`src/hw/rtl/sfrp_pkg.sv`:
```
// Shared types and constants of the frame resync parser.
`timescale 1ns / 1ps
`default_nettype none
package sfrp_pkg;

   localparam int unsigned BYTE_W  = 8;
   localparam int unsigned LEN_W   = 6;
   localparam int unsigned CNT_W   = 16;
   localparam int unsigned K_W     = 7;
   localparam int unsigned IDX_W   = 2;

   localparam int unsigned HDR_BYTES   = 6;
   localparam int unsigned SKIP_BYTES  = 2;
   localparam int unsigned FRAME_EXTRA = 8;

   localparam int unsigned MAX_PAYLOAD_BYTES = 56;

   localparam logic [IDX_W-1:0] REG_SYNC_FIRST    = 2'd0;
   localparam logic [IDX_W-1:0] REG_SYNC_SECOND   = 2'd1;
   localparam logic [IDX_W-1:0] REG_PAYLOAD_LIMIT = 2'd2;

   localparam logic [BYTE_W-1:0] SYNC_FIRST_RST  = 8'd181;
   localparam logic [BYTE_W-1:0] SYNC_SECOND_RST = 8'd98;
   localparam logic [LEN_W-1:0]  LIMIT_RST       = 6'd56;

   typedef struct packed {
      logic clear;
      logic add;
   } sum_ctl_type;

endpackage
`default_nettype wire

```
`src/hw/rtl/sync_frame_resync_parser.sv`:
```
// Top level of the sync frame resync parser: sequencer, buffer and output register.
// A word is taken only in the idle state; results start once the hunt and checksum pass end.
// Each word then costs the hunt positions, a second-sync test where the first sync byte
// matches, a length read, a checksum check and an emitted frame, plus stalls.
// The single RAM read port sets this pace; results leave one a cycle when taken.
// Reset: synchronous, clears buffer fill, head, bad count, registers to defaults.
`timescale 1ns / 1ps
`default_nettype none
module sync_frame_resync_parser import sfrp_pkg::*; #(
   parameter int unsigned BUFFER_BYTES      = 64
) (
   input  wire logic              clock,
   input  wire logic              reset,
   input  wire logic              req_valid,
   output logic                   req_ready,
   input  wire logic [BYTE_W-1:0] req_byte_in,
   output logic                   rsp_valid,
   input  wire logic              rsp_ready,
   output logic                   rsp_kind,
   output logic      [BYTE_W-1:0] rsp_frame_class,
   output logic      [BYTE_W-1:0] rsp_frame_id,
   output logic      [LEN_W-1:0]  rsp_frame_length,
   output logic      [BYTE_W-1:0] rsp_data_byte,
   output logic                   rsp_last,
   output logic      [CNT_W-1:0]  rsp_bad_frames,
   input  wire logic              csr_wr_en,
   input  wire logic [IDX_W-1:0]  csr_index,
   input  wire logic [BYTE_W-1:0] csr_wdata
);

   localparam int unsigned AW = $clog2(BUFFER_BYTES);
   localparam int unsigned CW = $clog2(BUFFER_BYTES + 1);
   localparam int unsigned SW = CW + 8;
   localparam logic [CW:0] DEPTH_C = (CW+1)'(BUFFER_BYTES);

   typedef enum logic [3:0] {
      ST_IDLE, ST_HUNT, ST_HUNT2, ST_LEN_LO, ST_LEN_HI, ST_SUM,
      ST_CK_A, ST_CK_B, ST_EMIT_H, ST_EMIT_P, ST_END
   } state_type;

   function automatic logic [AW-1:0] wrap_add(logic [AW-1:0] base, logic [CW-1:0] off);
      logic [CW:0] s;
      s = (CW+1)'(base) + (CW+1)'(off);
      if (s >= DEPTH_C) begin
         s = s - DEPTH_C;
      end
      return s[AW-1:0];
   endfunction

   state_type         state_ff, state_in;
   logic [CW-1:0]     fill_ff, fill_in, i_ff, i_in, off_ff, off_in;
   logic [AW-1:0]     head_ff, head_in;
   logic [CNT_W-1:0]  bad_ff, bad_in;
   logic [LEN_W-1:0]  len_ff, len_in;
   logic [K_W-1:0]    k_ff, k_in;
   logic [BYTE_W-1:0] lo_ff, lo_in, cls_ff, cls_in, id_ff, id_in;
   logic              amatch_ff, amatch_in;
   logic [BYTE_W-1:0] sync1_ff, sync2_ff;
   logic [LEN_W-1:0]  limit_ff;

   logic              rv_ff, rv_in, rk_ff, rk_in, rl_ff, rl_in;
   logic [BYTE_W-1:0] rd_ff, rd_in;
   logic [CNT_W-1:0]  rb_ff, rb_in;
   logic [BYTE_W-1:0] rc_ff, rc_in, ri_ff, ri_in;
   logic [LEN_W-1:0]  rn_ff, rn_in;

   logic              wr_en, out_free, bad_inc;
   logic [CW-1:0]     wr_off;
   logic [AW-1:0]     wr_addr, rd_addr;
   logic [BYTE_W-1:0] rd_q, sum_a, sum_b;
   sum_ctl_type       sum_ctl;
   logic [SW-1:0]     i_x, n_x, len_x, k_x;
   logic [15:0]       len16;

   sfrp_ram #(.WIDTH(BYTE_W), .DEPTH(BUFFER_BYTES)) u_ram (
      .clock   (clock),
      .wr_en   (wr_en),
      .wr_addr (wr_addr),
      .wr_data (req_byte_in),
      .rd_addr (rd_addr),
      .rd_data (rd_q)
   );

   sfrp_sum u_sum (
      .clock (clock),
      .ctl   (sum_ctl),
      .data  (rd_q),
      .sum_a (sum_a),
      .sum_b (sum_b)
   );

   assign req_ready = (state_ff == ST_IDLE);
   assign wr_en     = req_valid && req_ready;
   assign wr_off    = (CW'(fill_ff) == CW'(BUFFER_BYTES)) ? '0 : fill_ff;
   assign wr_addr   = wrap_add(head_ff, wr_off);
   assign rd_addr   = wrap_add(head_ff, off_in);
   assign out_free  = !rv_ff || rsp_ready;
   assign i_x       = SW'(i_ff);
   assign n_x       = SW'(fill_ff);
   assign len_x     = SW'(len_ff);
   assign k_x       = SW'(k_ff);
   assign len16     = {rd_q, lo_ff};

   always_comb begin
      state_in  = state_ff;
      fill_in   = fill_ff;
      head_in   = head_ff;
      i_in      = i_ff;
      off_in    = off_ff;
      len_in    = len_ff;
      k_in      = k_ff;
      lo_in     = lo_ff;
      cls_in    = cls_ff;
      id_in     = id_ff;
      amatch_in = amatch_ff;
      bad_inc   = 1'b0;
      sum_ctl   = '0;
      rv_in     = rsp_ready ? 1'b0 : rv_ff;
      rk_in     = rk_ff;
      rl_in     = rl_ff;
      rd_in     = rd_ff;
      rb_in     = rb_ff;
      rc_in     = rc_ff;
      ri_in     = ri_ff;
      rn_in     = rn_ff;
      unique case (state_ff)
         ST_IDLE: begin
            if (req_valid) begin
               bad_inc  = (CW'(fill_ff) == CW'(BUFFER_BYTES));
               fill_in  = wr_off + CW'(1);
               i_in     = '0;
               off_in   = '0;
               state_in = ST_HUNT;
            end
         end
         ST_HUNT: begin
            if (!(i_x + SW'(1) < n_x)) begin
               state_in = ST_END;
            end else if (rd_q == sync1_ff) begin
               off_in   = CW'(i_x + SW'(1));
               state_in = ST_HUNT2;
            end else begin
               i_in   = CW'(i_x + SW'(1));
               off_in = CW'(i_x + SW'(1));
            end
         end
         ST_HUNT2: begin
            if (rd_q == sync2_ff) begin
               if (i_x + SW'(HDR_BYTES) > n_x) begin
                  state_in = ST_END;
               end else begin
                  off_in   = CW'(i_x + SW'(4));
                  state_in = ST_LEN_LO;
               end
            end else begin
               i_in     = CW'(i_x + SW'(1));
               off_in   = CW'(i_x + SW'(1));
               state_in = ST_HUNT;
            end
         end
         ST_LEN_LO: begin
            lo_in    = rd_q;
            off_in   = CW'(i_x + SW'(5));
            state_in = ST_LEN_HI;
         end
         ST_LEN_HI: begin
            if (len16 > 16'(limit_ff) || len16 > 16'(MAX_PAYLOAD_BYTES)) begin
               bad_inc  = 1'b1;
               i_in     = CW'(i_x + SW'(SKIP_BYTES));
               off_in   = CW'(i_x + SW'(SKIP_BYTES));
               state_in = ST_HUNT;
            end else if (i_x + SW'(len16[LEN_W-1:0]) + SW'(FRAME_EXTRA) > n_x) begin
               state_in = ST_END;
            end else begin
               len_in        = len16[LEN_W-1:0];
               k_in          = '0;
               sum_ctl.clear = 1'b1;
               off_in        = CW'(i_x + SW'(2));
               state_in      = ST_SUM;
            end
         end
         ST_SUM: begin
            sum_ctl.add = 1'b1;
            if (k_ff == '0) begin
               cls_in = rd_q;
            end
            if (k_ff == K_W'(1)) begin
               id_in = rd_q;
            end
            if (k_x == len_x + SW'(3)) begin
               off_in   = CW'(i_x + SW'(HDR_BYTES) + len_x);
               state_in = ST_CK_A;
            end else begin
               k_in   = k_ff + K_W'(1);
               off_in = CW'(i_x + SW'(3) + k_x);
            end
         end
         ST_CK_A: begin
            amatch_in = (rd_q == sum_a);
            off_in    = CW'(i_x + SW'(HDR_BYTES + 1) + len_x);
            state_in  = ST_CK_B;
         end
         ST_CK_B: begin
            if (amatch_ff && rd_q == sum_b) begin
               state_in = ST_EMIT_H;
            end else begin
               bad_inc  = 1'b1;
               i_in     = CW'(i_x + SW'(SKIP_BYTES));
               off_in   = CW'(i_x + SW'(SKIP_BYTES));
               state_in = ST_HUNT;
            end
         end
         ST_EMIT_H: begin
            if (out_free) begin
               rv_in = 1'b1;
               rk_in = 1'b0;
               rd_in = '0;
               rl_in = (len_ff == '0);
               rb_in = bad_ff;
               rc_in = cls_ff;
               ri_in = id_ff;
               rn_in = len_ff;
               k_in  = '0;
               if (len_ff == '0) begin
                  i_in     = CW'(i_x + SW'(FRAME_EXTRA));
                  state_in = ST_END;
               end else begin
                  off_in   = CW'(i_x + SW'(HDR_BYTES));
                  state_in = ST_EMIT_P;
               end
            end
         end
         ST_EMIT_P: begin
            if (out_free) begin
               rv_in = 1'b1;
               rk_in = 1'b1;
               rd_in = rd_q;
               rl_in = (k_x + SW'(1) == len_x);
               rb_in = bad_ff;
               if (k_x + SW'(1) == len_x) begin
                  i_in     = CW'(i_x + len_x + SW'(FRAME_EXTRA));
                  state_in = ST_END;
               end else begin
                  k_in   = k_ff + K_W'(1);
                  off_in = CW'(i_x + SW'(HDR_BYTES + 1) + k_x);
               end
            end
         end
         ST_END: begin
            head_in  = wrap_add(head_ff, i_ff);
            fill_in  = fill_ff - i_ff;
            state_in = ST_IDLE;
         end
         default: state_in = ST_IDLE;
      endcase
   end

   assign bad_in = (bad_inc && bad_ff != '1) ? bad_ff + CNT_W'(1) : bad_ff;

   always_ff @(posedge clock) begin
      if (reset) begin
         state_ff <= ST_IDLE;
         fill_ff  <= '0;
         head_ff  <= '0;
         bad_ff   <= '0;
         rv_ff    <= 1'b0;
         sync1_ff <= SYNC_FIRST_RST;
         sync2_ff <= SYNC_SECOND_RST;
         limit_ff <= LIMIT_RST;
      end else begin
         state_ff <= state_in;
         fill_ff  <= fill_in;
         head_ff  <= head_in;
         bad_ff   <= bad_in;
         rv_ff    <= rv_in;
         if (csr_wr_en) begin
            unique case (csr_index)
               REG_SYNC_FIRST:    sync1_ff <= csr_wdata;
               REG_SYNC_SECOND:   sync2_ff <= csr_wdata;
               REG_PAYLOAD_LIMIT: limit_ff <= csr_wdata[LEN_W-1:0];
               default: ;
            endcase
         end
      end
      i_ff      <= i_in;
      off_ff    <= off_in;
      len_ff    <= len_in;
      k_ff      <= k_in;
      lo_ff     <= lo_in;
      cls_ff    <= cls_in;
      id_ff     <= id_in;
      amatch_ff <= amatch_in;
      rk_ff     <= rk_in;
      rl_ff     <= rl_in;
      rd_ff     <= rd_in;
      rb_ff     <= rb_in;
      rc_ff     <= rc_in;
      ri_ff     <= ri_in;
      rn_ff     <= rn_in;
   end

   assign rsp_valid        = rv_ff;
   assign rsp_kind         = rk_ff;
   assign rsp_frame_class  = rc_ff;
   assign rsp_frame_id     = ri_ff;
   assign rsp_frame_length = rn_ff;
   assign rsp_data_byte    = rd_ff;
   assign rsp_last         = rl_ff;
   assign rsp_bad_frames   = rb_ff;

`ifndef ASSERT_OFF
   a_fill_bound: assert property (@(posedge clock) disable iff (reset)
      (CW+1)'(fill_ff) <= DEPTH_C) else $error("buffer fill beyond depth");
   a_head_bound: assert property (@(posedge clock) disable iff (reset)
      (CW+1)'(head_ff) < DEPTH_C) else $error("buffer head out of range");
   a_fill_after_word: assert property (@(posedge clock) disable iff (reset)
      req_valid && req_ready |=> fill_ff != '0) else $error("word not stored");
   a_bad_monotonic: assert property (@(posedge clock) disable iff (reset)
      !$past(reset) |-> bad_ff >= $past(bad_ff)) else $error("bad count fell");
`endif

endmodule
`default_nettype wire

```
`src/hw/rtl/sfrp_ram.sv`:
```
// Generic single write, single registered read RAM.
`timescale 1ns / 1ps
`default_nettype none
module sfrp_ram #(
   parameter int unsigned WIDTH = 8,
   parameter int unsigned DEPTH = 64
) (
   input  wire logic                     clock,
   input  wire logic                     wr_en,
   input  wire logic [$clog2(DEPTH)-1:0] wr_addr,
   input  wire logic [WIDTH-1:0]         wr_data,
   input  wire logic [$clog2(DEPTH)-1:0] rd_addr,
   output logic      [WIDTH-1:0]         rd_data
);

   logic [WIDTH-1:0] mem_ff [DEPTH];

   always_ff @(posedge clock) begin
      if (wr_en) begin
         mem_ff[wr_addr] <= wr_data;
      end
      rd_data <= mem_ff[rd_addr];
   end

endmodule
`default_nettype wire

```
`src/hw/rtl/sfrp_sum.sv`:
```
// Fletcher-8 accumulator pair shared by the checksum pass.
`timescale 1ns / 1ps
`default_nettype none
module sfrp_sum import sfrp_pkg::*; (
   input  wire logic              clock,
   input  wire sum_ctl_type       ctl,
   input  wire logic [BYTE_W-1:0] data,
   output logic      [BYTE_W-1:0] sum_a,
   output logic      [BYTE_W-1:0] sum_b
);

   logic [BYTE_W-1:0] a_ff, b_ff, a_in, b_in;

   always_comb begin
      a_in = a_ff;
      b_in = b_ff;
      if (ctl.clear) begin
         a_in = '0;
         b_in = '0;
      end else if (ctl.add) begin
         a_in = a_ff + data;
         b_in = b_ff + a_in;
      end
   end

   always_ff @(posedge clock) begin
      a_ff <= a_in;
      b_ff <= b_in;
   end

   assign sum_a = a_ff;
   assign sum_b = b_ff;

endmodule
`default_nettype wire
```
`config.mk`:
```
export PLATFORM = sky130hd
export DESIGN_NAME = sync_frame_resync_parser
export DESIGN_NICKNAME = d
export VERILOG_FILES = /design/src/hw/rtl/sfrp_pkg.sv /design/src/hw/rtl/sync_frame_resync_parser.sv /design/src/hw/rtl/sfrp_ram.sv /design/src/hw/rtl/sfrp_sum.sv
export SDC_FILE = /design/constraint.sdc
export NUM_CORES = 1
export LEC_CHECK = 0
export ABC_AREA = 1
export CORE_ASPECT_RATIO = 1.5
export CORE_MARGIN = 2
export CORE_UTILIZATION = 60
export CTS_BUF_LIST = sky130_fd_sc_hd__clkbuf_8 sky130_fd_sc_hd__clkbuf_16
export DETAILED_ROUTE_END_ITERATION = 16
export DONT_BUFFER_PORTS = 1
export PLACE_DENSITY_LB_ADDON = 0.25
export SETUP_SLACK_MARGIN = 0.4
export SKIP_LAST_GASP = 1
export SLEW_MARGIN = 40
export SYNTH_ARGS = -nofsm -noshare
export SYNTH_HDL_FRONTEND = slang
export SYNTH_SLANG_ARGS = --single-unit
```
`constraint.sdc`:
```
create_clock -name clock -period 13.32 [get_ports clock]
set_clock_uncertainty 0.05 [all_clocks]
set_input_delay 1.332 -clock clock [delete_from_list [all_inputs] [get_ports clock]]
set_output_delay 1.332 -clock clock [all_outputs]
set_load 0.02 [all_outputs]
```
---- After elaboration in Yosys (flattened, before gate mapping) ----
Memories as Yosys holds them, arrays and structs flattened. A register that Yosys moved wholly into a read port is not among the register bits.
Index checks and enable logic that the tools add are counted.
cells by class
  add/subtract/negate cells ............... 30
  equal/unequal tests ..................... 37
  muxes and demuxes ....................... 73
  reduce and logical (&&, ||, !) cells .... 28
  order comparisons ....................... 8
  bitwise logic cells ..................... 2
operator list
  kind                                                            count
  2-to-1 mux 7 bit                                                30
  case mux 7 bit (10 select lines)                                1
  case mux 7 bit (7 select lines)                                 1
  2-to-1 mux 4 bit                                                12
  case mux 4 bit (10 select lines)                                1
  equality test 8 bit                                             4
  != test 2 bit, second input constant                            15
  case mux 7 bit (4 select lines)                                 1
  adder 6 x 7 -> 8 bit                                            3
  >= comparator 8 x 7 -> 1 bit, second input constant             3
  adder 7 x 3 -> 7 bit, second input constant                     3
  adder 7 x 6 -> 7 bit                                            3
  2-to-1 mux 6 bit                                                3
  subtractor 6 x 1 -> 6 bit, second input constant                3
  adder 16 x 1 -> 16 bit, second input constant                   1
  adder 7 x 1 -> 8 bit, second input constant                     2
  adder 8 bit                                                     2
  equality test 4 x 3 -> 1 bit, second input constant             4
  greater-than comparator 16 x 6 -> 1 bit                         1
  greater-than comparator 16 x 6 -> 1 bit, second input constant  1
  2-to-1 mux 1 bit                                                16
  2-to-1 mux 8 bit                                                2
  != test 16 bit, second input constant                           1
  case mux 8 bit (2 select lines)                                 1
  43 further kinds                                                64
storage, ports and cells
  memories ................................ 1
  output and inout port bits .............. 50
  word-level logic and storage cells ...... 204
  memory bits (writable) .................. 512
  bits in registers ....................... 172
  input port bits ......................... 23
memory list
  memory        depth  bits a word  read ports  clocked after memory_dff  write ports  RTL line        source
  u_ram.mem_ff  64     8            1           1                         1            sfrp_ram.sv:16  logic [WIDTH-1:0] mem_ff [DEPTH];

---- Logic depth before layout (Yosys ltp) ----
Gate-level depths: netlist of run 1.
  depth after elaboration ................. 9
  mapped depth ............................ 37
  gate-level depth less buffers ........... 35

---- Modules after synthesis ----
Synthesis of run 1 repeated with hierarchy kept, for this count alone.
unflattened totals
  cells, all modules ...................... 3412
  area, all modules ....................... 33683.6 sq um
by module, submodules not included
  module                    instances  cells each  area each (sq um)  sequential area each (sq um)
  sfrp_ram                  1          1822        21291.7            15534.9
  sync_frame_resync_parser  1          1419        11177.0            4033.9
  sfrp_sum                  1          171         1214.9             320.3

---- Worst setup path before layout of run 1 ----
Ideal clock, no wire load.
  path type ............................... register -> register
  start ................................... register i_ff[3]
  end ..................................... register u_ram.rd_data[6], read port of u_ram.mem_ff
  stages on the path, launching flop included .. 33
  setup time .............................. 0.112 ns
  required time ........................... 13.158 ns
  arrival ................................. 5.330 ns
  path buffers ............................ 4
  clock period less this slack ............ 5.492 ns
  setup slack ............................. 7.828 ns
  cell sequence ........................... edfxtp_1 -> clkbuf_1 -> inv_1 -> ha_1 -> inv_1 -> ha_1 -> a21oi_1 -> nand2_1 -> a21o_1 -> a21oi_1 -> xnor2_1 -> ha_1 -> a21oi_1 -> o21a_1 -> nand2_1 -> nand2_1 -> nand3_1 -> inv_1 -> nor2_1 -> nor2_1 -> nand3_1 -> nand2_1 -> nand4_1 -> ha_1 -> fa_1 -> buf_2 -> buf_1 -> buf_1 -> o221ai_1 -> a21oi_1 -> o32ai_1 -> nand3_1 -> nand2_1
on the way
  word-level cells in the longest chain between the ends .. 9
  elaborated cells between the ends (all ways) .. 32
  classes of those cells .................. add/sub (15); order compare (4); mux (13)
RTL lines
  what                                                                       RTL line                                                        source
  start, declared                                                            sync_frame_resync_parser.sv:51                                  logic [CW-1:0] fill_ff, fill_in, i_ff, i_in, off_ff, off_in;
  start signal, assigned                                                     sync_frame_resync_parser.sv:285                                 i_ff <= i_in;
  adder 7 x 6 -> 8 bit                                                       sync_frame_resync_parser.sv:172                                 end else if (i_x + SW'(len16[LEN_W-1:0]) + SW'(FRAME_EXTRA) > n_x) begin
  adder 8 x 4 -> 9 bit                                                       sync_frame_resync_parser.sv:172
  greater-than comparator 9 x 7 -> 1 bit                                     sync_frame_resync_parser.sv:172
  2-to-1 mux 7 bit                                                           sync_frame_resync_parser.sv:172
  2-to-1 mux 7 bit                                                           sync_frame_resync_parser.sv:167                                 if (len16 > 16'(limit_ff) || len16 > 16'(MAX_PAYLOAD_BYTES)) begin
  case mux 7 bit (10 select lines) *                                         sync_frame_resync_parser.sv:126                                 unique case (state_ff)
  via off_in[0]                                                              sync_frame_resync_parser.sv:51
  adder 6 x 7 -> 8 bit *                                                     sync_frame_resync_parser.sv:43                                  s = (CW+1)'(base) + (CW+1)'(off);
  >= comparator 8 x 7 -> 1 bit or subtractor 6 x 1 -> 6 bit (tied branches)  sync_frame_resync_parser.sv:44, sync_frame_resync_parser.sv:45
  2-to-1 mux 6 bit *                                                         sync_frame_resync_parser.sv:44                                  if (s >= DEPTH_C) begin
  end, declared                                                              sfrp_ram.sv:13                                                  output logic [WIDTH-1:0] rd_data
The timed path passes the listed nets; every way through them passes the cells marked *.
A chain may end at the register's enable or synchronous reset.

---- Final worst setup path of run 1 ----
  start ................................... register i_ff[3]
  end ..................................... register u_ram.rd_data[1], read port of u_ram.mem_ff
The elaborated chain is that of the path after synthesis.

==> results of run 1 <==
stage by stage:
step	worst slack (ns)	hold slack (ns)	instances	cell area, um2
finish	4.95	0.374	3796	35600
global route	4.40	0.380	3795	35600
CTS	4.96	0.373	3794	35600
detailed placement	4.97	0.355	3678	33500
global placement	5.24	0.355	3677	33400
floorplan	7.83	0.350	3088	32900
critical path: cells and delay by family (launching register included):
kind | cells | cell delay (ns)
AO/OA/AOI/OAI | 8 | 1.52
AND/OR/NAND/NOR | 14 | 1.49
XOR/XNOR | 1 | 0.15
buffers and inverters | 5 | 1.78
flip-flops | 1 | 0.69
adder cells (fa/ha/maj) | 5 | 2.46
Yosys cell counts (4+ instances only):
| library cell | n | area, um2 |
|---|---|---|
| nand3_1 | 114 | 571 |
| a21oi_1 | 110 | 551 |
| fa_1 | 12 | 240 |
| inv_2 | 22 | 82.6 |
| dfxtp_1 | 86 | 1720 |
| clkbuf_1 | 78 | 293 |
| o21a_1 | 5 | 37.5 |
| a211oi_1 | 11 | 82.6 |
| nand2_1 | 471 | 1770 |
| nor3b_1 | 6 | 45.0 |
| o21ai_0 | 213 | 1070 |
| a31oi_1 | 5 | 31.3 |
| nand4_1 | 20 | 125 |
| nor4_1 | 7 | 43.8 |
| o211ai_1 | 18 | 135 |
| ha_1 | 124 | 1550 |
| o21bai_1 | 4 | 30.0 |
| o221ai_1 | 70 | 613 |
| xnor2_1 | 23 | 201 |
| mux2i_1 | 64 | 641 |
| edfxtp_1 | 605 | 18200 |
| nor2_2 | 14 | 87.6 |
| nand3_2 | 4 | 40.0 |
| nor3_1 | 28 | 140 |
| xor2_1 | 49 | 429 |
| nand2_2 | 6 | 37.5 |
| o31ai_1 | 18 | 135 |
| nor2_1 | 514 | 1930 |
| and2_1 | 4 | 25.0 |
| buf_4 | 5 | 37.5 |
| buf_1 | 15 | 56.3 |
| or2_2 | 5 | 31.3 |
| o22ai_1 | 7 | 43.8 |
| inv_1 | 213 | 800 |
| o32ai_1 | 65 | 569 |
| buf_2 | 28 | 140 |
| o21ai_1 | 4 | 20.0 |
area by class of cell:
| type | instances | area share, % |
|---|---|---|
| flip-flops and latches | 691 | 55.8 |
| multi-input cells | 2027 | 32.6 |
| clock buffers | 67 | 4.52 |
| inverters | 241 | 2.58 |
| well taps | 695 | 2.44 |
| clock inverters | 49 | 1.35 |
| repair buffers | 25 | 0.639 |
| diodes | 1 | 0.00702 |
registers in the layout, indices dropped and copies added, names as in the netlist, 8 cells and up:
name,cells
bad_ff,16
cls_ff,8
id_ff,8
lo_ff,8
rsp_bad_frames,16
rsp_data_byte,8
rsp_frame_class,8
rsp_frame_id,8
sync1_ff,8
sync2_ff,8
u_ram.mem_ff,512
u_ram.rd_data,8
u_sum.sum_a,8
u_sum.sum_b,8
final timing paths:
| path | from | end | slack, ns |
|---|---|---|---|
| hold / removal | cls_ff[0]$_DFFE_PP_ | rsp_frame_class[0]$_DFFE_PP_ | 0.37 |
| setup / recovery | i_ff[3]$_DFFE_PP_ | u_ram.rd_data[1]$_DFF_P_ | 4.95 |
| setup reg to reg | i_ff[3]$_DFFE_PP_ | u_ram.rd_data[1]$_DFF_P_ | 4.95 |
| hold reg to reg | cls_ff[0]$_DFFE_PP_ | rsp_frame_class[0]$_DFFE_PP_ | 0.37 |
kinds of logic (layout without fill, tap and decap cells):
logic type               count (synthesis)  after routing
AND/OR/NAND/NOR                       1206           1206
buffers and inverters                  370            382
flip-flops                             691            691
adder cells (fa/ha/maj)                136            136
multiplexers                            64             64
XOR/XNOR                                72             72
other                                    0              1
AO/OA/AOI/OAI                          549            549
metal layers:
metal / GRT usage [%] / vias up
li1: - / 10845
met1: 36.8 / 11476
met2: 57.0 / 1099
met3: 4.67 / 310
met4: 23.5 / 0
met5: 0 / -
==> flow_summary.json, run 1 <==
{
  "drt_iter0_markers": 2051,
  "vias": 23730,
  "drt-pass1-iter-count": 6,
  "place_congestion": 1.05,
  "die-width_um": 195,
  "max_stage_delay_ns": 1.26,
  "yosys.area_share.adder_pct": 5.45,
  "worstHoldPathCells": 0,
  "setup_viol": 0,
  "multiInputGateArea_um2": 11600,
  "reg2reg_depth": 33,
  "cts_sinks": 691,
  "met2WireLength_um": 46800,
  "drc": 0,
  "final_cell_mix": "edfxtp_1 (605), nor2_1 (501), nand2_1 (471), inv_1 (220), o21ai_0 (213)",
  "grt_remaining_overflow": 0,
  "avgSynthCellArea_um2": 10.7,
  "io_buffers": 0,
  "clk_pin_slew_ns": 0.08,
  "grt_pass1_vias": 23624,
  "maxCapViolations": 0,
  "ios": 73,
  "synthFlopType": "edfxtp_1",
  "status": "complete, no violations",
  "final_util_pct": 65.5,
  "critPathKind": "reg2reg",
  "clockRootBuffer": "clkbuf_16",
  "slew_violations": 0,
  "ys_ff_latch": 691,
  "wirelength_um": 92700,
  "core_area_um2": 54400,
  "register_area_um2": 19900,
  "highest_layer": "met4",
  "critPathSlowestCell": "fa_4",
  "dieArea_um2": 56700,
  "path_common_cell": "nand2_1",
  "cts_tree": "yes",
  "numCtsBuffers": 61,
  "netlist_instances": 3088,
  "startpoint_type": "register",
  "synth_seq_area_share_pct": 60.5,
  "ant_nets": 0,
  "routedWlPerCell_um": 24.4,
  "period_share_pct": 62.8,
  "post-cts-setup-buffers": 0,
  "grt_pass1_wl_um": 140000,
  "dieHeight_um": 291,
  "vias_per_cell": 6.25,
  "antenna_found_initial": 0,
  "tns_ns": 0,
  "htreeDepth": 2,
  "initial_core_util_pct": 60.5,
  "wl_met1_um": 32300,
  "synth_compound_area_share_pct": 10.6,
  "drive_above_1_share_pct": 6.87,
  "hold_viol": 0,
  "nets": 3206,
  "cts_hold_buffers": 0,
  "synth_nets": 3247,
  "synth_top_family_by_area": "simple AND/OR/NAND/NOR gates",
  "async_flop_share_pct": 0,
  "cp-end-kind": "register",
  "rsz0062_at_grt": "no",
  "hold_class": "reg2reg",
  "tightest_slew_ns": 0.873,
  "synth_edf_count": 605,
  "crit_path_max_fanout": 96,
  "fillerInstances": 4094,
  "ctsResizeCount": 0,
  "cp.required_ns": 13.88,
  "grt_start_max_net_pins": 119,
  "fp-row-count": 105,
  "synthXorXnorAreaFrac_pct": 1.92,
  "clk_latency_ns": 0.67,
  "final_common_cell": "edfxtp_1",
  "yosys_warnings": 0,
  "dr_wl_met3_um": 6240,
  "arrival_ns": 8.93,
  "syn_to_final_growth_pct": 8.32,
  "grt_use_total_pct": 32.7,
  "cts_buffer_depth": 3,
  "syn_area_um2": 32900,
  "synth.area.mux_share_pct": 1.95,
  "synthSimpleGateAreaFrac_pct": 15.2,
  "synth_cell_types": 62,
  "finalCriticalPeriod_ns": 8.37,
  "dp_hpwl_um": 62000,
  "max_freq_ghz": 0.119,
  "slew_headroom_pct": 41.6
}
Power of run 1 is not shown: default switching activity piles up to over one toggle a cycle in this logic, so the estimate is an artifact.
==> inputs of run 2 (changes only) <==
clock period = 8.3 ns   (was 13.32 ns; I/O delays follow)
==> run 2 against run 1 <==
Compared with the run above:
- sequential share of layout area shrank 0.44 points
- via count grew 0.98%
- wire length grew 0.29%
- critical path depth shrank 1
- maximum frequency grew 15%
==> flow_summary.json, run 2 (synthesis results as in run 1) <==
{
  "status": "complete, no violations",
  "cts_sinks": 691,
  "startpoint_type": "register",
  "arrival_ns": 7.82,
  "grt_remaining_overflow": 0,
  "period_share_pct": 87.8,
  "critPathKind": "reg2reg",
  "grt_use_total_pct": 32.9,
  "ant_nets": 0,
  "grt_pass1_wl_um": 140000,
  "post-cts-setup-buffers": 0,
  "drt_iter0_markers": 2388,
  "slew_violations": 0,
  "ctsResizeCount": 0,
  "ios": 73,
  "max_freq_ghz": 0.137,
  "grt_start_max_net_pins": 101,
  "cts_buffer_depth": 3,
  "r2r_start": "i_ff[3]$_DFFE_PP_",
  "clockRootBuffer": "clkbuf_16",
  "regMostFlops": "u_ram.mem_ff",
  "largest_register_ff_count": 512,
  "dieArea_um2": 56700,
  "cts_hold_buffers": 0,
  "place_congestion": 1.01,
  "dp_hpwl_um": 63100,
  "htreeDepth": 3,
  "nets": 3228,
  "cts_tree": "yes",
  "vias_per_cell": 6.28,
  "crit_path_max_fanout": 63,
  "io_buffers": 0,
  "drc": 0,
  "whs_endpoint": "bad_ff[9]$_SDFFE_PP0P_",
  "final_common_cell": "edfxtp_1",
  "num_antenna_cells": 0,
  "routedWlPerCell_um": 24.3,
  "fp-row-count": 105,
  "setup_viol": 0,
  "wirelength_um": 92900,
  "numCtsBuffers": 67,
  "worst_r2r_endpoint": "u_ram.rd_data[2]$_DFF_P_",
  "clk_pin_slew_ns": 0.06,
  "dieHeight_um": 291,
  "reg2reg_setup_slack_ns": 1.01,
  "antenna_found_initial": 0,
  "reg2reg_depth": 32,
  "hold_class": "in2reg",
  "core_area_um2": 54400,
  "final_cell_mix": "edfxtp_1 (605), nor2_1 (508), nand2_1 (471), inv_1 (224), o21ai_0 (213)",
  "fillerInstances": 4095,
  "drive_above_1_share_pct": 7.17,
  "cp-end-kind": "register",
  "vias": 23962,
  "drt-pass1-iter-count": 7,
  "syn_to_final_growth_pct": 9.18,
  "hold_viol": 0,
  "cp.required_ns": 8.83,
  "critPathSlowestCell": "fa_4",
  "finalCriticalPeriod_ns": 7.29,
  "worstHoldStart": "reset",
  "tightest_slew_ns": 0.889,
  "worstHoldPathCells": 1,
  "grt_pass1_vias": 23852,
  "tns_ns": 0,
  "max_stage_delay_ns": 1.27,
  "maxCapViolations": 0,
  "initial_core_util_pct": 60.5,
  "path_common_cell": "nand2_1",
  "die-width_um": 195,
  "rsz0062_at_grt": "no",
  "clk_latency_ns": 0.63,
  "slew_headroom_pct": 40.5
}
## run 2: cell types whose count changed in the layout (fill, tap and decap cells not counted), sizes merged
cell / delta
buf: +16
clkbuf: +2
diode: -1
clkinvlp: -5
inv: +7
bufinv: +1
clkinv: +2
## run 2: cell type report
type / count / area (um2) / area share (%)
Inverter: 241 / 917 / 2.55
Timing Repair Buffer: 41 / 390 / 1.09
Clock buffer: 69 / 1700 / 4.75
Sequential cell: 691 / 19900 / 55.4
Tap cell: 695 / 870 / 2.42
Multi-Input combinational cell: 2027 / 11600 / 32.3
Clock inverter: 54 / 527 / 1.47
## run 2: layer usage
metal,wire (um),global-route usage [%],up-vias
met2,47100,57.2,1230
met5,0,0,-
li1,-,-,10902
met1,32200,36.8,11479
met4,7340,23.9,0
met3,6270,4.82,351
## run 2: critical path, delay by kind of cell (launching register included)
kind                       cells  cell delay, ns
AOI/OAI and AO/OA              7            1.18
xor gates and xnor gates       1            0.08
adders and majority gates      5            2.51
buffers and inverters          3            0.76
DFF                            1            0.65
and+or+nand+nor               16            2.00
## run 2: how the worst max path moves through the flow
stage                               end              start  slack (ns)  cells after the start
2_1_floorplan  u_ram.rd_data[6]$_DFF_P_  i_ff[3]$_DFFE_PP_        2.81                     32
3_3_place_gp   u_ram.rd_data[2]$_DFF_P_  i_ff[1]$_DFFE_PP_        1.10                     26
3_5_place_dp   u_ram.rd_data[2]$_DFF_P_  i_ff[3]$_DFFE_PP_        1.15                     32
4_1_cts        u_ram.rd_data[2]$_DFF_P_  i_ff[3]$_DFFE_PP_        1.16                     32
5_1_grt        u_ram.rd_data[2]$_DFF_P_  i_ff[3]$_DFFE_PP_        0.49                     32
6_report       u_ram.rd_data[2]$_DFF_P_  i_ff[3]$_DFFE_PP_        1.01                     32
## run 2: stage by stage
step | hold slack (ns) | utilization (%) | worst slack (ns) | instance area [um2] | std cells
2_1_floorplan | 0.350 | - | 2.81 | 32900 | 3088
3_3_place_gp | 0.351 | 61.8 | 1.10 | 33600 | 3694
3_5_place_dp | 0.355 | 61.8 | 1.15 | 33600 | 3694
4_1_cts | 0.197 | 65.9 | 1.16 | 35900 | 3817
5_1_grt | 0.210 | 66.0 | 0.486 | 35900 | 3818
6_report | 0.228 | 66.0 | 1.01 | 35900 | 3818
Power of run 2 is left out for the same reason.
